### config.mk
export PLATFORM = sky130hd
export DESIGN_NAME = video_packet_sync_search
export DESIGN_NICKNAME = d
export VERILOG_FILES = /design/src/design/vpss_pkg.sv /design/src/design/video_packet_sync_search.sv
export SDC_FILE = /design/constraint.sdc
export NUM_CORES = 1
export LEC_CHECK = 0
export BUFFER_PORTS_ARGS = -buffer_cell sky130_fd_sc_hd__buf_2
export CORE_ASPECT_RATIO = 1.25
export CORE_MARGIN = 1
export CORE_UTILIZATION = 46
export DETAILED_ROUTE_END_ITERATION = 6
export PLACE_DENSITY = 0.66
export REMOVE_ABC_BUFFERS = 1
export SYNTH_ARGS = -nofsm -noshare
export SYNTH_HDL_FRONTEND = slang
export SYNTH_SLANG_ARGS = --single-unit
### constraint.sdc
create_clock -name i_clk -period 4.25 [get_ports i_clk]
set_clock_uncertainty 0.2 [all_clocks]
set_input_delay 0.85 -clock i_clk [delete_from_list [all_inputs] [get_ports i_clk]]
set_output_delay 0.85 -clock i_clk [all_outputs]
set_load 0.02 [all_outputs]
### src/design/vpss_pkg.sv
package vpss_pkg;

    // Configuration register indexes
    localparam int unsigned CfgIdxW = 2;
    typedef enum logic [CfgIdxW-1:0] {
        CFG_PACKET_LENGTH = 2'd0,
        CFG_PACKET_LIMIT  = 2'd1
    } t_cfg_idx;

    localparam int unsigned CfgDataW = 10;

    localparam logic [8:0] PKT_LEN_MIN   = 9'd4;
    localparam logic [8:0] PKT_LEN_MAX   = 9'd256;
    localparam logic [8:0] PKT_LEN_RESET = 9'd164;
    localparam logic [9:0] PKT_LIM_RESET = 10'd300;
    localparam logic [9:0] PKT_CNT_MAX   = 10'd1023;

    localparam logic [3:0] DISCARD_NIBBLE = 4'hF;
    localparam logic [2:0] SYNC_SEGMENT   = 3'd1;
    localparam logic [7:0] SYNC_MAX_PKT   = 8'd60;

    typedef struct packed {
        logic [7:0] data_byte;
        logic       restart;
    } t_in_word;

    typedef struct packed {
        logic       is_discard;
        logic [2:0] segment;
        logic [7:0] packet_number;
        logic [9:0] packets_seen;
        logic       synced;
        logic       gave_up;
    } t_out_word;

    // Last byte position of a packet for a programmed length, clamped to 4..256.
    function automatic logic [7:0] last_pos(input logic [8:0] len);
        logic [8:0] eff;
        begin
            if (len < PKT_LEN_MIN) begin
                eff = PKT_LEN_MIN;
            end else if (len > PKT_LEN_MAX) begin
                eff = PKT_LEN_MAX;
            end else begin
                eff = len;
            end
            last_pos = 8'(eff - 9'd1);
        end
    endfunction

endpackage

### src/design/video_packet_sync_search.sv
// Channel   Direction  Handshake                 Payload
// --------  ---------  ------------------------  ----------------------------------
// in        sink       i_in_valid / o_in_stall   i_in_word  (data_byte, restart)
// out       source     o_out_valid / i_out_stall o_out_word (header fields, status)
// cfg       sink       i_cfg_valid / o_cfg_ready i_cfg_index, i_cfg_data
//
// One byte word is taken every cycle unless o_in_stall holds it; its result (on a packet's
// last byte) appears in the output register in the next cycle, set by the single header/count stage.
// o_in_stall is raised only while a result sits in the output register and the
// output side stalls, so one output register decouples the two sides.
// Reset is synchronous, active low; clears position, count, search state and output valid, loads config defaults.
// Config writes are always ready and are applied at the write edge.

module video_packet_sync_search
    import vpss_pkg::*;
(
    input  logic                i_clk,
    input  logic                i_rst_n,

    input  logic                i_in_valid,
    output logic                o_in_stall,
    input  t_in_word            i_in_word,

    output logic                o_out_valid,
    input  logic                i_out_stall,
    output t_out_word           o_out_word,

    input  logic                i_cfg_valid,
    output logic                o_cfg_ready,
    input  logic [CfgIdxW-1:0]  i_cfg_index,
    input  logic [CfgDataW-1:0] i_cfg_data
);

    // Config: packet length is kept as its clamped last byte position.
    logic [7:0] r_last_pos;
    logic [9:0] r_pkt_limit;

    // Search state
    logic [7:0] r_pos, n_pos;
    logic [7:0] r_hdr_hi, n_hdr_hi;
    logic [7:0] r_hdr_lo, n_hdr_lo;
    logic [9:0] r_pkt_cnt, n_pkt_cnt;
    logic       r_done, n_done;

    // Output register
    logic       r_out_valid, n_out_valid;
    t_out_word  r_out_word, n_out_word;

    logic       in_accept;
    logic       cfg_write;

    // Restart-adjusted view of the state for this word
    logic [7:0] cur_pos;
    logic [9:0] cur_cnt;
    logic       cur_done;

    logic       discard;
    logic [2:0] segment;
    logic [9:0] cnt_inc;
    logic       synced;
    logic       gave_up;

    assign o_cfg_ready = 1'b1;
    assign cfg_write   = i_cfg_valid & o_cfg_ready;

    // Hold input only when the result register is full and not draining.
    assign o_in_stall  = r_out_valid & i_out_stall;
    assign in_accept   = i_in_valid & ~o_in_stall;

    assign o_out_valid = r_out_valid;
    assign o_out_word  = r_out_word;

    always_ff @(posedge i_clk) begin
        if (!i_rst_n) begin
            r_last_pos  <= last_pos(PKT_LEN_RESET);
            r_pkt_limit <= PKT_LIM_RESET;
        end else if (cfg_write) begin
            case (t_cfg_idx'(i_cfg_index))
                CFG_PACKET_LENGTH: r_last_pos  <= last_pos(i_cfg_data[8:0]);
                CFG_PACKET_LIMIT:  r_pkt_limit <= i_cfg_data;
                default: ;
            endcase
        end
    end

    // Header fields come from the stored bytes: the last position is at least 3,
    // so both header bytes are already in place when a packet ends.
    assign discard = (r_hdr_hi[3:0] == DISCARD_NIBBLE);
    assign segment = r_hdr_hi[6:4];
    assign cnt_inc = (cur_cnt == PKT_CNT_MAX) ? PKT_CNT_MAX : cur_cnt + 10'd1;
    assign synced  = ~discard & (segment == SYNC_SEGMENT) & (r_hdr_lo < SYNC_MAX_PKT);
    // A zero limit behaves as one since the count is at least one here.
    assign gave_up = ~synced & (cnt_inc >= r_pkt_limit);

    always_comb begin
        cur_pos   = i_in_word.restart ? 8'd0  : r_pos;
        cur_cnt   = i_in_word.restart ? 10'd0 : r_pkt_cnt;
        cur_done  = i_in_word.restart ? 1'b0  : r_done;

        n_pos       = r_pos;
        n_hdr_hi    = r_hdr_hi;
        n_hdr_lo    = r_hdr_lo;
        n_pkt_cnt   = r_pkt_cnt;
        n_done      = r_done;
        n_out_valid = r_out_valid & i_out_stall;
        n_out_word  = r_out_word;

        if (in_accept) begin
            n_pos     = cur_pos;
            n_pkt_cnt = cur_cnt;
            n_done    = cur_done;
            if (!cur_done) begin
                if (cur_pos == 8'd0) begin
                    n_hdr_hi = i_in_word.data_byte;
                end else if (cur_pos == 8'd1) begin
                    n_hdr_lo = i_in_word.data_byte;
                end

                if (cur_pos < r_last_pos) begin
                    n_pos = cur_pos + 8'd1;
                end else begin
                    // Packet ends (also when the length was cut below the position).
                    n_pos       = 8'd0;
                    n_pkt_cnt   = cnt_inc;
                    n_done      = synced | gave_up;
                    n_out_valid = 1'b1;
                    n_out_word.is_discard    = discard;
                    n_out_word.segment       = segment;
                    n_out_word.packet_number = r_hdr_lo;
                    n_out_word.packets_seen  = cnt_inc;
                    n_out_word.synced        = synced;
                    n_out_word.gave_up       = gave_up;
                end
            end
        end
    end

    always_ff @(posedge i_clk) begin
        if (!i_rst_n) begin
            r_pos       <= 8'd0;
            r_hdr_hi    <= 8'd0;
            r_hdr_lo    <= 8'd0;
            r_pkt_cnt   <= 10'd0;
            r_done      <= 1'b0;
            r_out_valid <= 1'b0;
        end else begin
            r_pos       <= n_pos;
            r_hdr_hi    <= n_hdr_hi;
            r_hdr_lo    <= n_hdr_lo;
            r_pkt_cnt   <= n_pkt_cnt;
            r_done      <= n_done;
            r_out_valid <= n_out_valid;
        end
    end

    always_ff @(posedge i_clk) begin
        r_out_word <= n_out_word;
    end

endmodule

==> results by group <==
Synthesis
  • Post-synthesis average cell area: a little over 9 um^2
  • Synth Area in XOR/XNOR: about 1.1%
  • Synth Instances: 421
  • Seq/Total Area, Yosys: 45.85%
  • Adder-cell share of the synthesized area: under 10%
  • Synthesized flop and latch total: 77
  • Mapped Area: around 3900 um^2
  • Count of distinct cell types in the synthesized netlist: 60
  • Mux cell area share after synthesis: under 10%
  • Async S/R FF share, synth: 0%
  • Main combinational cell family by area after synthesis: simple AND/OR/NAND/NOR gates
  • Post-synth EDFFs: 24
  • Simple-Gate Fraction of Synth Area: around a fifth
  • Compound-cell area share of the yosys netlist: 15.81%
  • Synth warn: 0
  • Ys flop type: dfxtp_1

Worst setup path
  • Crit-path max FO: 16
  • Critical Path RT: 4.14 ns
  • R2r setup slk: around 1.1 ns
  • Setup crit start kind: input port
  • Critical Path Sink Type: flop
  • CP Data Arrival Time: around 3.4 ns
  • CP endpoint: o_out_word[0]
  • Reg2Reg Depth: 11
  • R2r endpoint: o_out_word[0]
  • CP Class: input port to flop
  • Beginning of the critical path: i_in_word[0]
  • Reg2reg start: r_pkt_cnt[0]

CTS
  • CTS Buf Count: 9
  • Sink Count: 77
  • CTS H-Tree Depth: 3
  • Worst-path clk slew: 0.08 ns
  • # hold bufs at CTS: 0
  • Post-CTS setup buffer count: 0
  • Post-CTS Resized: 0
  • CTS Buffer Depth: 2
  • CTS tree: yes
  • Worst skew pair latency: between 0.3 and 0.4 ns
  • Root buf cell: clkbuf_8

Min path
  • Hold Crit Depth: 0
  • Hold crit path type: flop to flop

Global routing
  • Total grt overflow: 0
  • First-pass GRT wire length: between 10000 and 15000 um
  • Largest net degree at the start of global routing: 37
  • Antenna violations before repair: 0
  • Vias in the first global route: about 3000
  • GRT Total Usage: between 20% and 30%

Power
  • Switching share of power: between 20% and 30%
  • Logic pwr share: ~6.9%
  • Clock Power Share: roughly two fifths
  • Leak: between 1.5 and 2 nW
  • Pwr per Cell Area: ~340 nW/um^2
  • Cell-internal power: roughly 1.2 mW
  • P_sw: 0.3311 mW
  • Max IR drop VDD: between 0.2 and 0.25 mV
  • Part of the power in registers: around half

Cells and area
  • Finished Cell Area: 4456 um^2
  • Layout cell share with drive strength beyond 1: between 10% and 20%
  • Area grow syn2layout: 14.65%
  • Diode count: 0
  • Nets@finish: 520

Floorplan
  • Core Area: between 8000 and 9000 um^2
  • Horiz. Die Dim: around 84 um
  • Die Area: between 8000 and 9000 um^2
  • IO Pins: between 50 and 60
  • Die Ht: between 100 and 150 um
  • Initial Utilization: approximately 47%
  • Rows: 37

STA
  • Final hold viol count: 0
  • TNS Setup: 0 ns
  • RSZ-0062 raised after global routing: no
  • Fmax: between 0.2 and 0.3 GHz
  • Crit path time final: between 3 and 4 ns
  • Fin crit share: 82.76%
  • Max-slew violation count: 0
  • Slew HR: 60.16%
  • Final Setup Violations: 0
  • Worst-Margin Slew: 0.5930 ns

Placement
  • I/O Buffers: just over 50
  • Placed cell areas: approximately 4200 um^2
  • Routability Congestion: around 0.87
  • HPWL Detailed: around 6400 um

Routing
  • Post-route ant nets: 0
  • Starting DRT DRC Count: between 200 and 300
  • Vias per Instance: around 5.6
  • Routed WL: approximately 8800 um
  • DR vias: around 3200
  • Routed len/inst: 15.29 um
  • DRT Pass-1 Iters: 7
  • DRC violation count after routing: 14

Run
  • Number of max-cap violations: 0

Outcome
  • Violated checks: DRC
  • Status: finished, violations left
worst min-delay path by stage:
stage               slack (ns)         from             end
floorplan                 0.21  r_hdr_lo[0]  o_out_word[12]
CTS                       0.24  r_hdr_lo[0]  o_out_word[12]
detailed placement        0.22  r_hdr_lo[0]  o_out_word[12]
finish                    0.24  r_hdr_lo[0]  o_out_word[12]
global route              0.25  r_hdr_lo[0]  o_out_word[12]
global placement          0.21  r_hdr_lo[1]  o_out_word[13]
per-stage QoR:
stage | total power [mW] | std cells | worst slack (ns) | utilization (%) | hold slack (ns)
floorplan | 0.8445 | 402 | 0.9041 | - | 0.2076
global placement | 0.8909 | 558 | 0.5155 | 51.63 | 0.2144
detailed placement | 0.8930 | 558 | 0.4319 | 51.63 | 0.2250
CTS | 1.512 | 574 | 0.7711 | 54.37 | 0.2435
global route | 1.559 | 574 | 0.5806 | 54.37 | 0.2523
finish | 1.500 | 574 | 0.7325 | 54.37 | 0.2393
cells by family (layout without fill, tap and decap cells):
kind of cell	count (synthesis)	count (layout)
fa+ha+maj	22	22
xor+xnor	5	5
buf+inv	45	101
mux	15	15
flops	77	77
other cells	1	1
compound gates	96	96
simple gates	160	160
routing by layer:
layer / vias to the layer above / global-route usage (%) / share of wire [%] / wire (um)
met4: 0 / 10.96 / 3.2 / 284
met2: 110 / 35.30 / 47 / 4156
met5: - / 0 / 0 / 0
met3: 22 / 3.949 / 5.4 / 473
li1: 1612 / - / - / -
met1: 1484 / 25.43 / 44 / 3861
final cells by class:
class,instances,area [um^2]
fill,769,3739
multi-input combinational,299,1914
sequential,77,1782
timing repair buffer,59,315.3
clock buffer,12,156.4
tap,97,121.4
inverter,26,97.59
clock inverter,4,68.82
placed cells by master (no fill, tap or decap), types with 4 or more instances in the layout:
cell,n
dfxtp_1,53
buf_2,51
nand2_1,44
nor2_1,36
a21oi_1,29
inv_1,25
edfxtp_1,24
ha_1,22
o21ai_0,17
nand3_1,15
nor2b_1,15
mux2i_1,15
o211ai_1,10
nor3_1,10
clkbuf_8,9
nand2b_1,8
buf_4,8
o21a_1,7
a31oi_1,6
a211oi_1,5
nand4b_1,4
nor4_1,4
o31ai_1,4
power by group through the flow:
stage	clock, mW	sequential (mW)	combinational (mW)
after floorplan	0	0.788	0.0561
after global placement	0	0.790	0.101
after detailed placement	0	0.791	0.102
after CTS	0.635	0.774	0.103
after global routing	0.669	0.775	0.115
final	0.623	0.774	0.103
cell usage after synthesis, types with 2 or more instances:
master,instances,area share [%]
nor2b_1,15,2.4
xnor2_1,3,0.68
dfxtp_1,53,27
o31ai_1,4,0.77
inv_1,25,2.4
nor3_1,10,1.3
a31oi_1,6,0.97
nor4_1,4,0.64
a211oi_1,5,0.97
a31o_2,3,0.68
nand2_1,44,4.2
mux2i_1,15,3.9
and2_1,2,0.32
a22oi_1,2,0.39
edfxtp_1,24,19
buf_2,5,0.64
o21a_1,7,1.4
xor2_1,2,0.45
ha_1,22,7.1
and3_1,2,0.32
nand4b_1,4,0.90
nor2_1,36,3.5
nand3_1,15,1.9
nand3b_1,3,0.58
o21ai_0,17,2.2
nand2b_1,8,1.3
clkbuf_1,11,1.1
o211ai_1,10,1.9
nand4_1,3,0.48
or3_1,3,0.48
a21oi_1,29,3.7
critical path: stages:
cell and delay [ns]:
buf_2 0.26, nor2b_1 0.11, ha_1 0.25, and4_1 0.27, nand2b_1 0.21, o21ai_0 0.21, ha_1 0.34, a22o_1 0.23
nor4_1 0.18, o21ai_0 0.11, a21oi_1 0.26, nor2_1 0.09
state kept, by name (all words and copies together) (netlist names), 7 cells and up:
signal	count
o_out_word	24
r_hdr_hi	7
r_hdr_lo	8
r_last_pos	8
r_pkt_cnt	10
r_pkt_limit	10
r_pos	8
No activity file was read; power rests on OpenSTA's default activity.
